--- src/design/ttrr_pkg.sv ---
// shared types and constants for the thread table round robin scheduler
// no dependencies

package ttrr_pkg;

    localparam int SLOT_COUNT_DEF = 8;

    localparam logic [1:0] ST_INVALID  = 2'd0;
    localparam logic [1:0] ST_ACTIVE   = 2'd1;
    localparam logic [1:0] ST_BLOCKED  = 2'd2;
    localparam logic [1:0] ST_FINISHED = 2'd3;

    localparam logic [1:0] ACT_CREATE = 2'd0;
    localparam logic [1:0] ACT_YIELD  = 2'd1;
    localparam logic [1:0] ACT_JOIN   = 2'd2;
    localparam logic [1:0] ACT_EXIT   = 2'd3;

    typedef struct packed {
        logic [1:0] action;
        logic [2:0] target_slot;
    } req_word_t;

    typedef struct packed {
        logic [2:0] slot_id;
        logic       success;
        logic [2:0] running_slot;
    } rsp_word_t;

endpackage

--- src/design/ttrr_ram.sv ---
// generic single write port ram with registered read
// no dependencies

module ttrr_ram #(
    parameter int WIDTH = 2,
    parameter int DEPTH = 8
) (
    input  logic                     clk,
    input  logic                     wr_en,
    input  logic [$clog2(DEPTH)-1:0] wr_addr,
    input  logic [WIDTH-1:0]         wr_data,
    input  logic [$clog2(DEPTH)-1:0] rd_addr,
    output logic [WIDTH-1:0]         rd_data
);

    logic [WIDTH-1:0] mem [DEPTH];
    logic [WIDTH-1:0] rd_data_reg;

    always_ff @(posedge clk)
    begin
        if (wr_en)
        begin
            mem[wr_addr] <= wr_data;
        end
        rd_data_reg <= mem[rd_addr];
    end

    assign rd_data = rd_data_reg;

endmodule

--- src/design/ttrr_slot_match.sv ---
// shared status compare unit: resolves the reset value of unwritten entries
// and compares the slot status with the wanted code; uses ttrr_pkg

module ttrr_slot_match (
    input  logic [1:0] rd_status,
    input  logic       entry_valid,
    input  logic       is_slot0,
    input  logic [1:0] want,
    output logic       hit
);

    logic [1:0] status;

    always_comb
    begin
        if (entry_valid)
        begin
            status = rd_status;
        end
        else if (is_slot0)
        begin
            status = ttrr_pkg::ST_ACTIVE;
        end
        else
        begin
            status = ttrr_pkg::ST_INVALID;
        end
        hit = (status == want);
    end

endmodule

--- src/design/thread_table_round_robin_scheduler_unit.sv ---
// top level of the thread table round robin scheduler
// uses ttrr_pkg, ttrr_ram and ttrr_slot_match

// One request word in, one result word out. Slot status and joiner ids sit in two small
// rams with a valid bit per entry, so reset takes effect at once with no clearing pass.
// A sequencer walks the status ram one slot at a time through a single compare unit,
// each slot checked by a ram read, then a compare. Join goes from acceptance straight
// to the result state, exit with a joiner through a joiner ram read first, create scans
// slots 1 to SLOT_COUNT-1 and yield, or exit without a joiner, up to SLOT_COUNT slots.
// A new request is taken once the previous result sits in the output register.
module thread_table_round_robin_scheduler_unit #(
    parameter int SLOT_COUNT = ttrr_pkg::SLOT_COUNT_DEF
) (
    input  logic                clk,
    input  logic                rst_n,
    input  logic                req_valid,
    output logic                req_ready,
    input  ttrr_pkg::req_word_t req,
    output logic                rsp_valid,
    input  logic                rsp_ready,
    output ttrr_pkg::rsp_word_t rsp
);

    localparam int IW = $clog2(SLOT_COUNT);
    localparam int CW = $clog2(SLOT_COUNT + 1);

    typedef enum logic [2:0] {
        S_IDLE,
        S_CREATE_RD,
        S_CREATE_CHK,
        S_YIELD_RD,
        S_YIELD_CHK,
        S_EXIT_JRD,
        S_RESP
    } state_t;

    state_t              state_reg, state_next;
    logic [IW-1:0]       cur_reg, cur_next;
    logic [IW-1:0]       idx_reg, idx_next;
    logic [CW-1:0]       cnt_reg, cnt_next;
    logic [IW-1:0]       res_id_reg, res_id_next;
    logic                res_ok_reg, res_ok_next;
    logic [SLOT_COUNT-1:0] svalid_reg, svalid_next;
    logic [SLOT_COUNT-1:0] jvalid_reg, jvalid_next;
    logic                rsp_valid_reg, rsp_valid_next;
    ttrr_pkg::rsp_word_t rsp_reg, rsp_next;

    logic          st_wr_en;
    logic [IW-1:0] st_wr_addr;
    logic [1:0]    st_wr_data;
    logic [1:0]    st_rd_data;
    logic          jn_wr_en;
    logic [IW-1:0] jn_wr_addr;
    logic [IW-1:0] jn_rd_data;
    logic [1:0]    want;
    logic          hit;
    logic [IW-1:0] target_idx;
    logic          target_ok;
    logic [IW-1:0] cur_inc;
    logic [IW-1:0] idx_inc;
    logic [IW+2:0] target_wide;
    logic [IW+2:0] res_id_wide;
    logic [IW+2:0] run_wide;

    ttrr_ram #(
        .WIDTH (2),
        .DEPTH (SLOT_COUNT)
    ) u_status_ram (
        .clk     (clk),
        .wr_en   (st_wr_en),
        .wr_addr (st_wr_addr),
        .wr_data (st_wr_data),
        .rd_addr (idx_reg),
        .rd_data (st_rd_data)
    );

    ttrr_ram #(
        .WIDTH (IW),
        .DEPTH (SLOT_COUNT)
    ) u_joiner_ram (
        .clk     (clk),
        .wr_en   (jn_wr_en),
        .wr_addr (jn_wr_addr),
        .wr_data (cur_reg),
        .rd_addr (cur_reg),
        .rd_data (jn_rd_data)
    );

    ttrr_slot_match u_match (
        .rd_status   (st_rd_data),
        .entry_valid (svalid_reg[idx_reg]),
        .is_slot0    (idx_reg == '0),
        .want        (want),
        .hit         (hit)
    );

    assign target_wide = {{IW{1'b0}}, req.target_slot};
    assign target_idx  = target_wide[IW-1:0];
    assign target_ok   = (32'(req.target_slot) < SLOT_COUNT);
    assign cur_inc     = (cur_reg == IW'(SLOT_COUNT - 1)) ? '0 : cur_reg + 1'b1;
    assign idx_inc     = (idx_reg == IW'(SLOT_COUNT - 1)) ? '0 : idx_reg + 1'b1;
    assign want        = (state_reg == S_CREATE_CHK) ? ttrr_pkg::ST_INVALID
                                                     : ttrr_pkg::ST_ACTIVE;
    assign res_id_wide = {3'b000, res_id_reg};
    assign run_wide    = {3'b000, cur_reg};

    assign req_ready = (state_reg == S_IDLE);
    assign rsp_valid = rsp_valid_reg;
    assign rsp       = rsp_reg;

    always_comb
    begin
        state_next     = state_reg;
        cur_next       = cur_reg;
        idx_next       = idx_reg;
        cnt_next       = cnt_reg;
        res_id_next    = res_id_reg;
        res_ok_next    = res_ok_reg;
        svalid_next    = svalid_reg;
        jvalid_next    = jvalid_reg;
        rsp_valid_next = rsp_valid_reg;
        rsp_next       = rsp_reg;
        st_wr_en       = 1'b0;
        st_wr_addr     = cur_reg;
        st_wr_data     = ttrr_pkg::ST_FINISHED;
        jn_wr_en       = 1'b0;
        jn_wr_addr     = target_idx;

        if (rsp_valid_reg && rsp_ready)
        begin
            rsp_valid_next = 1'b0;
        end

        case (state_reg)
            S_IDLE:
            begin
                if (req_valid)
                begin
                    res_ok_next = 1'b0;
                    case (req.action)
                        ttrr_pkg::ACT_CREATE:
                        begin
                            idx_next   = IW'(1);
                            state_next = S_CREATE_RD;
                        end
                        ttrr_pkg::ACT_YIELD:
                        begin
                            idx_next   = cur_inc;
                            cnt_next   = CW'(1);
                            state_next = S_YIELD_RD;
                        end
                        ttrr_pkg::ACT_JOIN:
                        begin
                            res_id_next = cur_reg;
                            if (target_ok)
                            begin
                                st_wr_en             = 1'b1;
                                st_wr_data           = ttrr_pkg::ST_BLOCKED;
                                svalid_next[cur_reg] = 1'b1;
                                jn_wr_en             = 1'b1;
                                jvalid_next[target_idx] = 1'b1;
                                cur_next             = target_idx;
                                res_id_next          = target_idx;
                            end
                            state_next = S_RESP;
                        end
                        default:
                        begin
                            st_wr_en             = 1'b1;
                            svalid_next[cur_reg] = 1'b1;
                            if (jvalid_reg[cur_reg])
                            begin
                                state_next = S_EXIT_JRD;
                            end
                            else
                            begin
                                idx_next   = cur_inc;
                                cnt_next   = CW'(1);
                                state_next = S_YIELD_RD;
                            end
                        end
                    endcase
                end
            end
            S_CREATE_RD:
            begin
                state_next = S_CREATE_CHK;
            end
            S_CREATE_CHK:
            begin
                if (hit)
                begin
                    st_wr_en             = 1'b1;
                    st_wr_addr           = idx_reg;
                    st_wr_data           = ttrr_pkg::ST_ACTIVE;
                    svalid_next[idx_reg] = 1'b1;
                    jvalid_next[idx_reg] = 1'b0;
                    res_id_next          = idx_reg;
                    res_ok_next          = 1'b1;
                    state_next           = S_RESP;
                end
                else if (idx_reg == IW'(SLOT_COUNT - 1))
                begin
                    res_id_next = '0;
                    res_ok_next = 1'b0;
                    state_next  = S_RESP;
                end
                else
                begin
                    idx_next   = idx_inc;
                    state_next = S_CREATE_RD;
                end
            end
            S_YIELD_RD:
            begin
                state_next = S_YIELD_CHK;
            end
            S_YIELD_CHK:
            begin
                if (hit)
                begin
                    cur_next    = idx_reg;
                    res_id_next = idx_reg;
                    res_ok_next = 1'b1;
                    state_next  = S_RESP;
                end
                else if (cnt_reg == CW'(SLOT_COUNT))
                begin
                    res_id_next = cur_reg;
                    res_ok_next = 1'b0;
                    state_next  = S_RESP;
                end
                else
                begin
                    idx_next   = idx_inc;
                    cnt_next   = cnt_reg + 1'b1;
                    state_next = S_YIELD_RD;
                end
            end
            S_EXIT_JRD:
            begin
                st_wr_en                = 1'b1;
                st_wr_addr              = jn_rd_data;
                st_wr_data              = ttrr_pkg::ST_ACTIVE;
                svalid_next[jn_rd_data] = 1'b1;
                cur_next                = jn_rd_data;
                res_id_next             = jn_rd_data;
                res_ok_next             = 1'b0;
                state_next              = S_RESP;
            end
            S_RESP:
            begin
                if (!rsp_valid_reg || rsp_ready)
                begin
                    rsp_valid_next        = 1'b1;
                    rsp_next.slot_id      = res_id_wide[2:0];
                    rsp_next.success      = res_ok_reg;
                    rsp_next.running_slot = run_wide[2:0];
                    state_next            = S_IDLE;
                end
            end
            default:
            begin
                state_next = S_IDLE;
            end
        endcase
    end

    always_ff @(posedge clk or negedge rst_n)
    begin
        if (!rst_n)
        begin
            state_reg     <= S_IDLE;
            cur_reg       <= '0;
            idx_reg       <= '0;
            cnt_reg       <= '0;
            svalid_reg    <= '0;
            jvalid_reg    <= '0;
            rsp_valid_reg <= 1'b0;
        end
        else
        begin
            state_reg     <= state_next;
            cur_reg       <= cur_next;
            idx_reg       <= idx_next;
            cnt_reg       <= cnt_next;
            svalid_reg    <= svalid_next;
            jvalid_reg    <= jvalid_next;
            rsp_valid_reg <= rsp_valid_next;
        end
    end

    always_ff @(posedge clk)
    begin
        res_id_reg <= res_id_next;
        res_ok_reg <= res_ok_next;
        rsp_reg    <= rsp_next;
    end

endmodule

--- config.mk ---
export PLATFORM = sky130hd
export DESIGN_NAME = thread_table_round_robin_scheduler_unit
export DESIGN_NICKNAME = d
export VERILOG_FILES = /design/src/design/ttrr_pkg.sv /design/src/design/ttrr_ram.sv /design/src/design/ttrr_slot_match.sv /design/src/design/thread_table_round_robin_scheduler_unit.sv
export SDC_FILE = /design/constraint.sdc
export NUM_CORES = 1
export LEC_CHECK = 0
export ABC_AREA = 1
export BUFFER_PORTS_ARGS = -buffer_cell sky130_fd_sc_hd__buf_4
export CAP_MARGIN = 25
export CORE_AREA = 3 3 137 139
export CTS_CLUSTER_DIAMETER = 150
export DETAILED_ROUTE_END_ITERATION = 10
export DIE_AREA = 0 0 140 142
export GPL_TIMING_DRIVEN = 0
export SYNTH_ARGS = -nofsm -noshare
export SYNTH_HDL_FRONTEND = slang
export SYNTH_SLANG_ARGS = --single-unit
--- constraint.sdc ---
create_clock -name clk -period 3.2 [get_ports clk]
set_clock_uncertainty 0.2 [all_clocks]
set_input_delay 0.48 -clock clk [delete_from_list [all_inputs] [get_ports clk]]
set_output_delay 0.48 -clock clk [all_outputs]
set_load 0.02 [all_outputs]
==> impl_metrics.tcl, run 1 <==
set metrics [dict create \
    remaining_drc_errors 0 \
    insertion_delay_ns 0.35 \
    tritoncts "yes" \
    detail_route.vias_per_cell 4.52 \
    synth-async-reset-ratio_pct 34.9 \
    slew_headroom_pct 30.1 \
    yosysSeqAreaShare_pct 54.4 \
    critical-path-max-stage-delay_ns 0.89 \
    fin_ws_ns 0.357 \
    cp_data_arrival_time_ns 2.61 \
    worstPathMaxFanout 17 \
    drt-initial-drc-count 337 \
    largestRegisters "u_joiner_ram.mem (24), u_status_ram.mem (16)" \
    min_path_cells 2 \
    global_route_wire_length_before_repair_um 17700 \
    row_count 49 \
    setup-violations-final 0 \
    dr_total_vias 3330 \
    critPathKind "reg -> reg" \
    post_route_cells_drive_above_1_share_pct 12.0 \
    placed_area_um2 4770 \
    first_global_vias 3323 \
    synthesis.nets 496 \
    cts_hold_buf 1 \
    worst-r2r-setup-slack_ns 0.36 \
    fin_worst_hold_slack_ns 0.123 \
    worst_hold_path.endpoint "rsp_valid$_DFF_PN0_" \
    total_wirelength_um 10700 \
    timing.fmax_mhz 352 \
    fp.dieH_um 142 \
    cts.htree.levels 3 \
    r2r-end "u_joiner_ram.mem[7][0]$_DFFE_PP_" \
    crit_path_start_kind "register" \
    area_growth_syn_to_layout_pct 16.0 \
    netlist-cell-type-count 44 \
    register_name_with_the_most_flops "u_joiner_ram.mem" \
    max-vdd-ir-drop_mv 0.358 \
    place_congestion 0.866 \
    ctsRootBufferMaster "clkbuf_16" \
    detailedPlacementHpwl_um 7960 \
    synthFlopType "edfxtp_1" \
    cts_num_sinks 86 \
    worst_setup_path_end_kind "register" \
    tns_ns 0 \
    floorplan.die_area_um2 19900 \
    reg2regPathDepth 6 \
    timing_hold_violations_final 0 \
    grt-ovfl-total 0 \
    synthCells 476 \
    critical-path-slowest-cell "nor4_1" \
    worst_hold_path_type "in -> reg" \
    largest_register_ffs 24 \
    final_core_utilization_pct 28.6 \
    core_area_um2 17800 \
    p_per_area_nw_per_um2 1020 \
    min-delay-start "rsp_ready" \
    die_w_um 140 \
    initial_utilization_pct 24.6 \
    boundaryPins 18 \
    drt_pass1_iterations 5 \
    synth.ff_latch_count 86 \
    synth_warnings 0 \
    max_cap_viol_count 0 \
    cts_setup_buffers 0 \
    globalRouteTotalUtil_pct 11.3 \
    grt_max_degree 31 \
    final_design_area_no_fill_um2 5080 \
    timing_max_transition_violations_final 0 \
    final_cycle_utilization_of_the_critical_path_pct 88.8 \
    synth_enable_flop_cells 51 \
    fillers 1917 \
    postCtsResizedCells 0 \
    post_drt_wl_per_cell_um 14.6 \
    total_leakage_power_nw 2.03 \
    slew_worst_pin_ns 1.04 \
    crit_chain "nor2_1, nand2_1, nor2_1, nand2_1, clkbuf_1, nor4_1" \
    cts.clk_slew.worst_paths_ns 0.07 \
    num_antenna_cells 0 \
    syn_area_per_cell_um2 9.20 \
    synthesis.area_um2 4380 \
    grt_setup_unrepaired "no" \
    postRouteAntennaNets 0 \
    crit-reg2reg-launch "state_reg[0]$_DFFE_PN0P_" \
    port_buffers 14 \
    cp_data_required_time_ns 2.97 \
    antenna_found_initial 0 \
    finalWorstPathRequiredPeriod_ns 2.84 \
    cts_made_buffers 9 \
    status "completed" \
    max-clock-path-buffers 2 \
    nNetsFinal 522 \
    pre_cts_slack_ns 0.168 \
]
-- cell usage in the layout (no fill, tap or decap), types with 5 or more instances in the layout --
master      n
buf_4      15
o21ai_1     5
ha_1       11
o21bai_1    7
inv_1      49
clkbuf_1    6
nand3_1    24
clkbuf_16   9
nor3_1      7
nor2_1     72
nand2_1    80
a21oi_1    14
nand2_2     6
dfrtp_1    30
edfxtp_1   51
inv_2       5
dfxtp_1     5
nor4_1     13
o21ai_0    24
nand4_1    12
-- metal layers --
metal / GRT usage (%) / vias up / wire, um
met3: 3.83 / 8 / 695
met5: 0 / - / 0
li1: - / 1684 / -
met1: 15.3 / 1555 / 5090
met4: 3.06 / 0 / 75
met2: 17.4 / 83 / 4870
-- layout make-up --
type / instances / area [um2] / area share, %
inverter: 57 / 216 / 4.26
tap: 229 / 287 / 5.64
multi-input combinational: 319 / 1700 / 33.4
buffer: 14 / 82.6 / 1.63
clock inverter: 7 / 73.8 / 1.45
timing repair buffer: 15 / 115 / 2.27
sequential: 86 / 2380 / 46.9
clock buffer: 9 / 225 / 4.43
-- cells by family after synthesis --
logic type | Yosys count | synth area share [%]
buf+inv | 71 | 6.83
compound gates | 77 | 11.3
flops | 86 | 54.4
xor+xnor | 2 | 0.400
simple gates | 229 | 24.0
fa+ha+maj | 11 | 3.14
-- where the power goes --
part | internal (mW) | leakage [nW] | switching [mW]
combinational | 0.740 | 1.03 | 1.56
clock | 0.553 | 0.148 | 0.488
sequential | 1.57 | 0.859 | 0.249
total | 2.86 | 2.03 | 2.29
-- critical path: cells and delay by family (launching register included) --
| family | cells | cell delay, ns |
|---|---|---|
| buf+inv | 1 | 0.35 |
| simple gates | 5 | 1.44 |
| flops | 1 | 0.46 |
-- how the worst max path moves through the flow --
stage / depth (start not counted) / end / slack, ns / start
floorplan: 12 / res_id_reg[0]$_DFFE_PP_ / 0.94 / idx_reg[1]$_DFFE_PN0P_
global placement: 8 / u_joiner_ram.mem[7][1]$_DFFE_PP_ / 0.21 / req[3]
detailed placement: 8 / u_joiner_ram.mem[7][1]$_DFFE_PP_ / 0.17 / req[3]
CTS: 6 / u_joiner_ram.mem[7][1]$_DFFE_PP_ / 0.36 / state_reg[0]$_DFFE_PN0P_
global route: 8 / jvalid_reg[7]$_DFFE_PN0P_ / 0.02 / state_reg[0]$_DFFE_PN0P_
finish: 6 / u_joiner_ram.mem[7][0]$_DFFE_PP_ / 0.36 / state_reg[0]$_DFFE_PN0P_
-- metrics by stage --
step / cells / total power [mW]
2_1_floorplan: 476 / 3.46
3_3_place_gp: 719 / 4.13
3_5_place_dp: 719 / 4.14
4_1_cts: 736 / 5.21
5_1_grt: 736 / 5.60
6_report: 736 / 5.16
-- cells in the mapped netlist (all sizes together) (5+ instances only) --
cell type   n  share of area, %
o21ai      29               3.3
nor3        7              0.80
nor2       79               7.6
ha         11               3.1
clkbuf      6              0.51
dfrtp      30                17
inv        55               4.8
buf         8               1.4
dfxtp       5               2.3
nand2      86               7.7
a21oi      14               1.6
nor4       13               1.9
a31oi       5               1.1
nand4      12               1.7
nand3      26               3.4
edfxtp     51                35
o21bai      7               1.2
(Power assumes the default switching activity.)
==> inputs of run 2 (changes only) <==
- CORE_AREA: 3 3 137 139 -> 3 3 121 123
- DIE_AREA: 0 0 140 142 -> 0 0 124 126
==> impl_metrics.tcl, run 2 (synthesis gave the netlist of run 1 again) <==
set metrics [dict create \
    status "completed" \
    globalRouteTotalUtil_pct 14.8 \
    fillers 1411 \
    post_route_cells_drive_above_1_share_pct 11.8 \
    worstPathMaxFanout 17 \
    cp_data_required_time_ns 2.98 \
    total_wirelength_um 10800 \
    floorplan.die_area_um2 15600 \
    ctsRootBufferMaster "clkbuf_16" \
    p_per_area_nw_per_um2 1020 \
    placed_cells_incl_taps 670 \
    placed_area_um2 4710 \
    seqCellArea_um2 2380 \
    postRouteAntennaNets 0 \
    fp.dieH_um 126 \
    timing_max_transition_violations_final 0 \
    setup-violations-final 0 \
    number_of_gates_on_the_worst_path_with_buffers_counted 6 \
    worst_hold_path_type "in -> reg" \
    fin_worst_hold_slack_ns 0.128 \
    crit_chain "nor2_1, nand2_1, nor2_1, nand2_1, clkbuf_1, nor4_1" \
    initial_utilization_pct 31.8 \
    crit_path_start_kind "register" \
    final_core_utilization_pct 36.3 \
    die_w_um 124 \
    detailedPlacementHpwl_um 8040 \
    core_area_um2 13800 \
    register_name_with_the_most_flops "u_joiner_ram.mem" \
    final_cycle_utilization_of_the_critical_path_pct 89.8 \
    slew_headroom_pct 39.6 \
    slew_worst_pin_ns 0.898 \
    reg2regPathDepth 6 \
    critPathKind "reg -> reg" \
    cts.clk_slew.worst_paths_ns 0.07 \
    cts_setup_buffers 0 \
    final_design_area_no_fill_um2 5000 \
    drt_pass1_iterations 5 \
    grt-ovfl-total 0 \
    remaining_drc_errors 0 \
    largest_register_ffs 24 \
    cts_made_buffers 9 \
    insertion_delay_ns 0.35 \
    power.clock.fraction_pct 19.4 \
    worst_setup_path_end_kind "register" \
    num_antenna_cells 0 \
    largestRegisters "u_joiner_ram.mem (24), u_status_ram.mem (16)" \
    worst_setup_path_startpoint "state_reg[0]$_DFFE_PN0P_" \
    cts.htree.levels 3 \
    timing.fmax_mhz 348 \
    cts_num_sinks 86 \
    cell_internal_pwr_mw 2.85 \
    global_route_wire_length_before_repair_um 17900 \
    seq_power_share_pct 35.7 \
    area_growth_syn_to_layout_pct 14.2 \
    detail_route.vias_per_cell 5.15 \
    place_congestion 0.892 \
    timing_hold_violations_final 0 \
    grt_max_degree 31 \
    area_occupied_by_multi_input_gates_um2 1700 \
    finalWorstPathRequiredPeriod_ns 2.87 \
    pre_cts_slack_ns 0.124 \
    critical-path-slowest-cell "nor4_1" \
    grt_setup_unrepaired "no" \
    drt-initial-drc-count 327 \
    max_cap_viol_count 0 \
    max-vdd-ir-drop_mv 0.346 \
    critical-path-max-stage-delay_ns 0.81 \
    layout.cells.most_common_list "nand2_1, nor2_1, edfxtp_1, inv_1, dfrtp_1" \
    cpLargestDelayFamily "simple AND/OR/NAND/NOR gates" \
    p_switching_mw 2.27 \
    row_count 43 \
    max-clock-path-buffers 2 \
    first_global_vias 3602 \
    comb_power_share_pct 44.9 \
    post_drt_wl_per_cell_um 15.7 \
    antenna_found_initial 0 \
    fraction_of_power_spent_switching_nets_pct 44.4 \
    min_path_cells 2 \
    finalNonFillerCells 687 \
    final_common_cell "nand2_1" \
    total_leakage_power_nw 2.02 \
    fin_total_pwr_mw 5.13 \
    crit_path_buf_inv_count 1 \
    cp_data_arrival_time_ns 2.65 \
    crit-reg2reg-launch "state_reg[0]$_DFFE_PN0P_" \
    port_buffers 14 \
    min-delay-start "rsp_ready" \
    fin_ws_ns 0.328 \
    tns_ns 0 \
    tritoncts "yes" \
    nNetsFinal 522 \
    boundaryPins 18 \
    dr_total_vias 3538 \
]
==> run 2: cell type report <==
class,count,share of cell area (%)
buffer,14,1.65
tap,180,4.50
clock inverter,6,1.08
sequential,86,47.6
inverter,57,4.33
multi-input combinational,319,33.9
clock buffer,10,4.58
timing repair buffer,15,2.30
==> run 2: worst paths after layout <==
| kind | to | slack (ns) |
|---|---|---|
| setup reg to reg | u_joiner_ram.mem[1][0]$_DFFE_PP_ | 0.33 |
| hold / removal | rsp_valid$_DFF_PN0_ | 0.13 |
| max in group asynchronous | svalid_reg[1]$_DFFE_PN0P_ | 2.09 |
| setup / recovery | u_joiner_ram.mem[1][0]$_DFFE_PP_ | 0.33 |
| min in group asynchronous | rsp_valid$_DFF_PN0_ | 0.41 |
| hold reg to reg | rsp[5]$_DFFE_PP_ | 0.22 |
==> run 2: routing by layer <==
layer	vias up	track usage (%)	wire [um]
met1	1728	18.6	4750
li1	1689	-	-
met5	-	0	0
met3	18	3.28	533
met2	103	24.3	5250
met4	0	5.99	258
==> run 2: repair_timing <==
item                      in CTS  in global routing
hold buffers                   1                  0
gates resized for setup        0                  0
hold endpoints to repair      30                  0
==> run 2: worst register-to-register path: cells and delay by family (launching register included) <==
kind                   cells  cell delay (ns)
buffers and inverters      1             0.41
flip-flops                 1             0.45
AND/OR/NAND/NOR            5             1.44
==> run 2: power groups by stage <==
stage	logic [mW]	clock network, mW	registers (mW)
2_1_floorplan	1.69	0	1.77
3_3_place_gp	2.25	0	1.84
3_5_place_dp	2.28	0	1.85
4_1_cts	2.29	1.02	1.83
5_1_grt	2.60	1.07	1.87
6_report	2.30	0.995	1.83
==> inputs of run 3 (changes only) <==
- ABC_AREA: 1 -> not set
- SLEW_MARGIN: not set -> 10
- clock period: 3.2 -> 3.3 ns (I/O delays scaled with it)
==> impl_metrics.tcl, run 3 <==
set metrics [dict create \
    port_buffers 17 \
    worst_setup_path_end_kind "register" \
    cell_internal_pwr_mw 2.66 \
    cts.clk_slew.worst_paths_ns 0.06 \
    grt-ovfl-total 0 \
    detailedPlacementHpwl_um 7510 \
    cts_num_sinks 86 \
    finalWorstPathRequiredPeriod_ns 3.13 \
    synth_top_area_share_pct 35.3 \
    max-vdd-ir-drop_mv 0.336 \
    cp_data_required_time_ns 3.32 \
    cell_types_with_the_highest_counts_after_synthesis "edfxtp_1, nor2_1, dfrtp_1, nand2_1, inv_1" \
    crit-reg2reg-launch "cur_reg[2]$_DFFE_PN0P_" \
    total_wirelength_um 10400 \
    core_area_um2 13800 \
    area_occupied_by_multi_input_gates_um2 1810 \
    synth_enable_flop_cells 51 \
    synthFlopType "edfxtp_1" \
    slew_worst_pin_ns 0.869 \
    seq_power_share_pct 37.4 \
    drt-initial-drc-count 188 \
    critPathKind "reg -> reg" \
    cts_setup_buffers 0 \
    synth.ff_latch_count 86 \
    grt_busiest_layer "met2" \
    postRouteAntennaNets 0 \
    global_route_wire_length_before_repair_um 16800 \
    fillers 1399 \
    timing_max_transition_violations_final 0 \
    detail_route.vias_per_cell 5.20 \
    grt_setup_unrepaired "no" \
    die_w_um 124 \
    power.clock.fraction_pct 20.6 \
    worst_setup_path_startpoint "cur_reg[2]$_DFFE_PN0P_" \
    yosysSeqAreaShare_pct 54.9 \
    synthCells 370 \
    reg2regPathDepth 7 \
    initial_utilization_pct 31.5 \
    synthesis.area_um2 4340 \
    slew_headroom_pct 41.8 \
    place_congestion 0.866 \
    row_count 43 \
    floorplan.die_area_um2 15600 \
    setup-violations-final 0 \
    p_switching_mw 1.74 \
    boundaryPins 18 \
    cts.htree.levels 3 \
    max-clock-path-buffers 2 \
    globalRouteTotalUtil_pct 13.9 \
    synthesis.nets 390 \
    nNetsFinal 419 \
    drt_pass1_iterations 5 \
    antenna_found_initial 0 \
    synth_warnings 0 \
    area_growth_syn_to_layout_pct 14.4 \
    timing.fmax_mhz 319 \
    insertion_delay_ns 0.33 \
    timing_hold_violations_final 0 \
    status "completed" \
    r2r-end "idx_reg[2]$_DFFE_PN0P_" \
    synth_top_cells_by_area "edfxtp_1, dfrtp_1, mux4_2, nor2_1, ha_1" \
    dr_total_vias 3034 \
    postCtsResizedCells 0 \
    tns_ns 0 \
    first_global_vias 3155 \
    fin_total_pwr_mw 4.40 \
    fraction_of_power_spent_switching_nets_pct 39.6 \
    p_per_area_nw_per_um2 886 \
    netlist-cell-type-count 64 \
    comb_power_share_pct 42.0 \
    largestRegisters "u_joiner_ram.mem (24), u_status_ram.mem (16)" \
    grt_max_degree 31 \
    max_cap_viol_count 0 \
    worst-r2r-setup-slack_ns 0.17 \
    post_route_cells_drive_above_1_share_pct 15.6 \
    met3_usage_pct 3.05 \
    register_name_with_the_most_flops "u_joiner_ram.mem" \
    remaining_drc_errors 0 \
    post_drt_wl_per_cell_um 17.8 \
    syn_area_per_cell_um2 11.7 \
    final_common_cell "edfxtp_1" \
    fp.dieH_um 126 \
    seqCellArea_um2 2380 \
    grt.met1_usage_pct 18.1 \
    synth-async-reset-ratio_pct 34.9 \
    final_cycle_utilization_of_the_critical_path_pct 94.9 \
    crit_path_start_kind "register" \
    synth_largest_area_cell "edfxtp_1" \
    cp_data_arrival_time_ns 3.15 \
    ctsRootBufferMaster "clkbuf_16" \
    setup.worst_path.end "idx_reg[2]$_DFFE_PN0P_" \
    worstPathMaxFanout 11 \
    largest_register_ffs 24 \
    cts_made_buffers 9 \
    global_route.usage.met2_pct 22.7 \
    cts_hold_buf 1 \
    most_common_cell_in_the_netlist "edfxtp_1" \
    tritoncts "yes" \
    layout.cells.most_common_list "edfxtp_1, nor2_1, dfrtp_1, nand2_1, inv_1" \
    total_leakage_power_nw 1.89 \
    num_antenna_cells 0 \
    worst_hold_path_type "reg -> reg" \
]
-- run 3: worst min path at each step --
stage	start	to	slack, ns	cells after the start
6_report	res_ok_reg$_SDFFCE_PP0P_	rsp[3]$_DFFE_PP_	0.23	0
3_3_place_gp	res_ok_reg$_SDFFCE_PP0P_	rsp[3]$_DFFE_PP_	0.21	0
5_1_grt	res_ok_reg$_SDFFCE_PP0P_	rsp[3]$_DFFE_PP_	0.23	0
4_1_cts	res_id_reg[0]$_DFFE_PP_	rsp[4]$_DFFE_PP_	0.23	0
2_1_floorplan	rst_n	cnt_reg[0]$_DFFE_PN0P_	-0.0006	0
3_5_place_dp	res_id_reg[0]$_DFFE_PP_	rsp[4]$_DFFE_PP_	0.21	0
-- run 3: cell type report --
type | instances | share of cell area, %
clock buffer | 12 | 4.77
multi-input combinational | 249 | 36.4
clock inverter | 4 | 0.479
inverter | 22 | 1.66
tap | 180 | 4.54
sequential | 86 | 48.0
timing repair buffer | 18 | 2.77
buffer | 13 | 1.34
-- run 3: routing by layer --
layer	vias to the layer above	wire, um
met4	0	188
met2	65	5090
met1	1513	4650
met3	14	484
met5	-	0
li1	1442	-
-- run 3: power by group through the flow --
stage	Clock [mW]	Sequential (mW)	Combinational [mW]
after global routing	0.972	1.68	2.03
after CTS	0.926	1.65	1.85
after global placement	0	1.65	1.81
after detailed placement	0	1.67	1.84
after floorplan	0	1.61	1.33
final	0.905	1.64	1.85
-- run 3: through the flow --
step | setup WS [ns] | instance area [um2] | utilization, % | hold slack [ns] | std cells
detailed placement | 0.195 | 4690 | 34.1 | 0.215 | 567
CTS | 0.189 | 4960 | 36.0 | 0.229 | 584
floorplan | 0.800 | 4340 | - | -0.000591 | 370
global route | 0.000664 | 4960 | 36.0 | 0.229 | 584
global placement | 0.253 | 4690 | 34.1 | 0.207 | 567
finish | 0.168 | 4960 | 36.0 | 0.225 | 584
-- run 3: cell families after synthesis --
| group | after synthesis | share of synthesized area, % |
|---|---|---|
| adder cells (fa/ha/maj) | 11 | 3.17 |
| AND/OR/NAND/NOR | 115 | 12.7 |
| flip-flops | 86 | 54.9 |
| multiplexers | 26 | 8.62 |
| XOR/XNOR | 2 | 0.404 |
| buffers and inverters | 35 | 3.43 |
| AO/OA/AOI/OAI | 95 | 16.7 |
-- run 3: critical path, cell delays in order, from the launching register on --
cell and delay, ns:
dfrtp_1 0.57, clkbuf_1 0.49, mux4_2 0.40, mux2i_1 0.42, nand2b_1 0.24, o21ai_1 0.09
nor3_2 0.26, mux2_1 0.36
